[config.mk]
export PLATFORM = sky130hd
export DESIGN_NAME = cfds_delay
export DESIGN_NICKNAME = d
export VERILOG_FILES = /design/src/cfds_pkg.sv /design/src/cfds_delay.sv
export SDC_FILE = /design/constraint.sdc
export NUM_CORES = 2
export LEC_CHECK = 0
export BUFFER_PORTS_ARGS = -buffer_cell sky130_fd_sc_hd__buf_2
export CAP_MARGIN = 15
export CORE_ASPECT_RATIO = 0.6
export CORE_MARGIN = 2
export CORE_UTILIZATION = 40
export CTS_BUF_LIST = sky130_fd_sc_hd__clkbuf_8
export CTS_CLUSTER_SIZE = 8
export DETAILED_ROUTE_END_ITERATION = 8
export GPL_TIMING_DRIVEN = 0
export HOLD_SLACK_MARGIN = 0.06
export PLACE_DENSITY = 0.59
export SYNTH_ARGS = -nofsm -noshare
export SYNTH_HDL_FRONTEND = slang
export SYNTH_SLANG_ARGS = --single-unit
[constraint.sdc]
create_clock -name clk -period 6.36 [get_ports clk]
set_clock_uncertainty 0.05 [all_clocks]
set_input_delay 0.318 -clock clk [delete_from_list [all_inputs] [get_ports clk]]
set_output_delay 0.318 -clock clk [all_outputs]
set_load 0.01 [all_outputs]
[src/cfds_pkg.sv]
package cfds_pkg;

    localparam int SAMPLE_W = 32;
    localparam int GAIN_W   = 31;
    localparam int DF_W     = 6;
    localparam int IDX_W    = 3;

    localparam logic [IDX_W-1:0] REG_DIRECT_GAIN  = 3'd0;
    localparam logic [IDX_W-1:0] REG_COEF_B0      = 3'd1;
    localparam logic [IDX_W-1:0] REG_COEF_B1      = 3'd2;
    localparam logic [IDX_W-1:0] REG_COEF_A1      = 3'd3;
    localparam logic [IDX_W-1:0] REG_DELAY_FRAMES = 3'd4;

    localparam logic [GAIN_W-1:0] DIRECT_GAIN_RST  = 31'h7fff_ffff;
    localparam logic [DF_W-1:0]   DELAY_FRAMES_RST = 6'd13;

    // s0.31 multiply: bits 62..31 of the exact signed product
    function automatic logic [SAMPLE_W-1:0] frac_mul(
        input logic signed [SAMPLE_W-1:0] a,
        input logic signed [SAMPLE_W-1:0] b
    );
        logic signed [2*SAMPLE_W-1:0] p;
        p = a * b;
        return p[2*SAMPLE_W-2:SAMPLE_W-1];
    endfunction

endpackage

[src/cfds_delay.sv]
module cfds_delay
    import cfds_pkg::*;
#(
    parameter int MAX_DELAY_FRAMES = 32
)
(
    input  logic                clk,
    input  logic                rst_n,
    input  logic                wr_en,
    input  logic [SAMPLE_W-1:0] left_wr,
    input  logic [SAMPLE_W-1:0] right_wr,
    input  logic [DF_W-1:0]     delay_frames,
    output logic [SAMPLE_W-1:0] left_rd,
    output logic [SAMPLE_W-1:0] right_rd
);

    localparam int AW = (MAX_DELAY_FRAMES > 1) ? $clog2(MAX_DELAY_FRAMES) : 1;
    localparam int LW = $clog2(MAX_DELAY_FRAMES + 1);
    localparam int CW = (LW + 1 > DF_W) ? LW + 1 : DF_W;

    logic [2*SAMPLE_W-1:0] mem [MAX_DELAY_FRAMES];
    logic [2*SAMPLE_W-1:0] rd_data_reg;
    logic                  rd_vld_reg;
    logic [MAX_DELAY_FRAMES-1:0] vld_reg;
    logic [AW-1:0]         pos_reg;
    logic [AW-1:0]         pos_next;
    logic [CW-1:0]         df_ext;
    logic [CW-1:0]         len;
    logic [CW-1:0]         pos_inc;

    always_comb
    begin
        df_ext = CW'(delay_frames);
        if (df_ext == '0)
        begin
            len = CW'(1);
        end
        else if (df_ext > CW'(MAX_DELAY_FRAMES))
        begin
            len = CW'(MAX_DELAY_FRAMES);
        end
        else
        begin
            len = df_ext;
        end
        pos_inc  = CW'(pos_reg) + CW'(1);
        pos_next = (pos_inc >= len) ? '0 : pos_inc[AW-1:0];
    end

    // read-first: the old sample leaves as the new one is stored
    always_ff @(posedge clk)
    begin
        if (wr_en)
        begin
            rd_data_reg  <= mem[pos_reg];
            mem[pos_reg] <= {left_wr, right_wr};
        end
    end

    always_ff @(posedge clk or negedge rst_n)
    begin
        if (!rst_n)
        begin
            vld_reg    <= '0;
            rd_vld_reg <= 1'b0;
            pos_reg    <= '0;
        end
        else if (wr_en)
        begin
            rd_vld_reg       <= vld_reg[pos_reg];
            vld_reg[pos_reg] <= 1'b1;
            pos_reg          <= pos_next;
        end
    end

    assign left_rd  = rd_vld_reg ? rd_data_reg[2*SAMPLE_W-1:SAMPLE_W] : '0;
    assign right_rd = rd_vld_reg ? rd_data_reg[SAMPLE_W-1:0] : '0;

endmodule

==> summary.txt <==
Critical path
  – Worst-path maximum fanout: 10
  – Reg2Reg Depth: 11
  – Critical Path Sink: pos_reg[4]
  – Worst reg2reg endpoint: pos_reg[4]
  – Crit path capture type: flip-flop
  – WP data required: 7.19 ns
  – R2R setup slack: 2.15 ns
  – Startpoint type of the worst setup path: flip-flop
  – Critical Path Source: pos_reg[1]
  – Crit path DAT: 5.04 ns
  – FF-to-FF Start: pos_reg[1]
  – Crit Path Category: reg2reg

STA
  – Worst hold slack: 0.130 ns
  – Rel. slew slack: 12.5%
  – Tmin final: 4.21 ns
  – Max frequency: 238 MHz
  – RSZ-0062 raised after global routing: false
  – Worst Tran Pin Value: 1.31 ns
  – Final setup fails: 0
  – Post-route setup TNS: 0 ns
  – Tcrit/Tclk final: 66.2%
  – Fin. max-slew vios: 0
  – Worst setup margin: 2.15 ns
  – Final Hold Viols: 0

Die
  – Initial Util: 40.3%
  – Core Region: 0.200 mm^2
  – DIE AREA: 0.205 mm^2
  – Die height: 352 um
  – Die Width: 583 um
  – # rows: 127
  – IO Pins: 137

Power
  – Flop pwr share: 45.0%
  – Sw Pwr: 11.9 mW
  – Worst VDD drop: 0.229 mV
  – Internal: 25.6 mW
  – Comb power frac: 28.5%
  – Power per cell area: 400 mW/mm^2
  – Clk pwr share: 26.4%
  – LEAKAGE: 29.3 nW
  – Switching share of total power: 31.7%

Cells and area
  – Post-layout util: 46.8%
  – Max FFs per register: 2048
  – Area added between synthesis and finish: 16.2%
  – Share of cells above drive strength 1: 31.1%
  – Final #Nets: 4139
  – Design area: 0.0936 mm^2

Place
  – Post-DP HPWL: 158000 um
  – DP Area: 0.0877 mm^2
  – Place WS: 2.08 ns
  – GP Congestion: 0.767
  – PortBufs: 136

Detailed routing
  – Avg WL per Cell: 36.0 um
  – Met3 wire len: 30900 um
  – Remaining antenna violation count after routing: 0
  – Max layer used: met5
  – Pre-antenna DRT Iters: 5
  – Vias per inst: 6.12
  – Met1 Wirelength: 105000 um
  – Drt drc: 0
  – Met2 wire length: 103000 um
  – Total wire length: 246000 um
  – Via Count: 41700
  – Initial DRC Count: 6976

CTS
  – CTS sink cnt: 2150
  – H-tree depth: 5
  – Bufs on Longest Clock Path: 4
  – CTS buffer count: 322
  – Cts repair resizes: 0
  – Clk_lat worst skew: 0.96 ns
  – Worst-path clk slew: 0.08 ns
  – Root buf cell: clkbuf_8
  – TritonCTS clock tree: built
  – Setup Buffers After CTS: 0

GRT
  – Vias in the first global route: 40900
  – First-pass GRT wire length: 336000 um
  – Initial antenna violation count: 15
  – Tot GR Track Use: 23.9%
  – Pin count of the biggest net entering global routing: 39
  – Grt total ovfl: 0

Logic synthesis
  – Syn Area/Cell: 23.8 um^2
  – Count of cell types in the netlist: 35
  – Synth area leaders: edfxtp_1 79%, mux4_2 14%, a22oi_1 2.4%
  – Seq/Total Area, Yosys: 79.9%
  – Synth Register Bits: 2150
  – Synth Instances: 3379
  – Syn nets: 3462
  – Top cell type by total area after synthesis: edfxtp_1
  – Netlist Area Pre-Place: 0.0805 mm^2
  – Ys Warns: 0
  – Post-synth top area share: 78.8%

Worst hold path
  – HP Class: in2reg
  – Worst Hold Path Cells: 6

Flow run
  – Max cap viols: 0

Status
  – Status: completed
[worst min path at each step]
stage                  endpoint       startpoint  slack (ns)
floorplan            pos_reg[0]            rst_n       -0.03
global placement    vld_reg[29]      vld_reg[29]        0.40
detailed placement   vld_reg[7]       vld_reg[7]        0.41
CTS                  pos_reg[3]  delay_frames[3]        0.06
global route         pos_reg[3]  delay_frames[5]        0.11
finish               pos_reg[3]  delay_frames[3]        0.13
[routing by layer]
metal  vias up  GRT usage (%)
li1      15900              -
met1     22500           37.3
met2      2930           33.1
met3       429           6.15
met4        10           6.56
met5         -              0
[logic make-up after synthesis]
group / count (synthesis) / share of synthesized area [%]
flops: 2150 / 79.9
mux: 524 / 14.5
compound gates: 275 / 2.54
simple gates: 229 / 1.63
buf+inv: 188 / 1.15
fa+ha+maj: 10 / 0.155
xor+xnor: 3 / 0.0326
[stage by stage]
stage / cells / power (mW)
after floorplan: 3379 / 23.0
after global placement: 6159 / 27.3
after detailed placement: 6300 / 27.7
after CTS: 6813 / 37.5
after global routing: 6820 / 38.7
final: 6825 / 37.4
[cell usage in the layout, fill, tap and decap left out, types with 3 or more instances in the layout]
cell	instances
buf_4	17
clkinv_2	5
inv_12	3
clkinv_1	12
inv_1	85
nand4_1	64
clkbuf_2	7
mux2i_1	7
buf_16	25
dfrtp_1	38
nor2_1	3
clkinvlp_4	5
nor3_1	6
edfxtp_1	2112
mux4_2	517
buf_6	17
o211ai_1	3
nand3_1	13
clkbuf_8	329
inv_8	5
clkbuf_1	71
buf_2	176
diode_2	6
and2_1	64
dlygate4sd3_1	70
inv_6	6
or2_2	32
buf_8	21
a22oi_1	256
ha_1	10
nor3_4	3
buf_1	31
nand2_1	9
o21ai_0	5
buf_12	99
nor2_4	32
[worst max-delay path: stages, from the launching register on]
cell and delay [ns]:
dfrtp_1 0.40, buf_2 0.27, clkbuf_1 0.88, buf_2 0.62
nand3_1 0.19, xnor2_1 0.20, ha_1 0.22, a21o_1 0.17
a21oi_1 0.30, o211ai_1 0.16, dlygate4sd3_1 0.59, o21ai_0 0.08
[Yosys cell counts]
cell and n:
xnor2_1 2, dfrtp_1 38, nand2b_1 2, clkbuf_1 78
buf_1 34, inv_1 4, a221oi_1 1, or2_2 32
o22ai_1 2, a22oi_1 256, a22o_1 1, xor2_1 1
nor2_1 35, a21oi_1 2, nand4_1 64, clkinv_1 3
mux2i_1 7, nor3_2 3, buf_6 14, nor4_1 1
a31oi_1 1, buf_2 38, a32oi_1 1, a21o_1 2
o221ai_1 1, edfxtp_1 2112, nand2_1 9, o21ai_0 5
mux4_2 517, and2_1 64, ha_1 10, o211ai_1 3
nor3_1 6, buf_4 17, nand3_1 13
[power groups by stage]
stage	clock [mW]	sequential, mW	combinational (mW)
floorplan	0	17.1	5.91
global placement	0	17.3	10.0
detailed placement	0	17.1	10.6
CTS	10.0	16.9	10.6
global route	10.7	16.9	11.2
finish	9.90	16.9	10.7
[timing repair]
action / in CTS / in global routing
hold buffers: 70 / 0
setup endpoints to repair: 0 / 0
endpoints found under the hold margin: 2130 / 0
[layout make-up]
cell class	instances	area (um^2)
inverter	7	26.3
sequential	2150	64400
timing repair buffer	353	4400
multi-input combinational	1041	15500
clock buffer	329	4530
buffer	181	908
antenna	6	15.0
tap	2644	3310
fill	16200	106000
clock inverter	114	558
(Power assumes the default switching activity.)
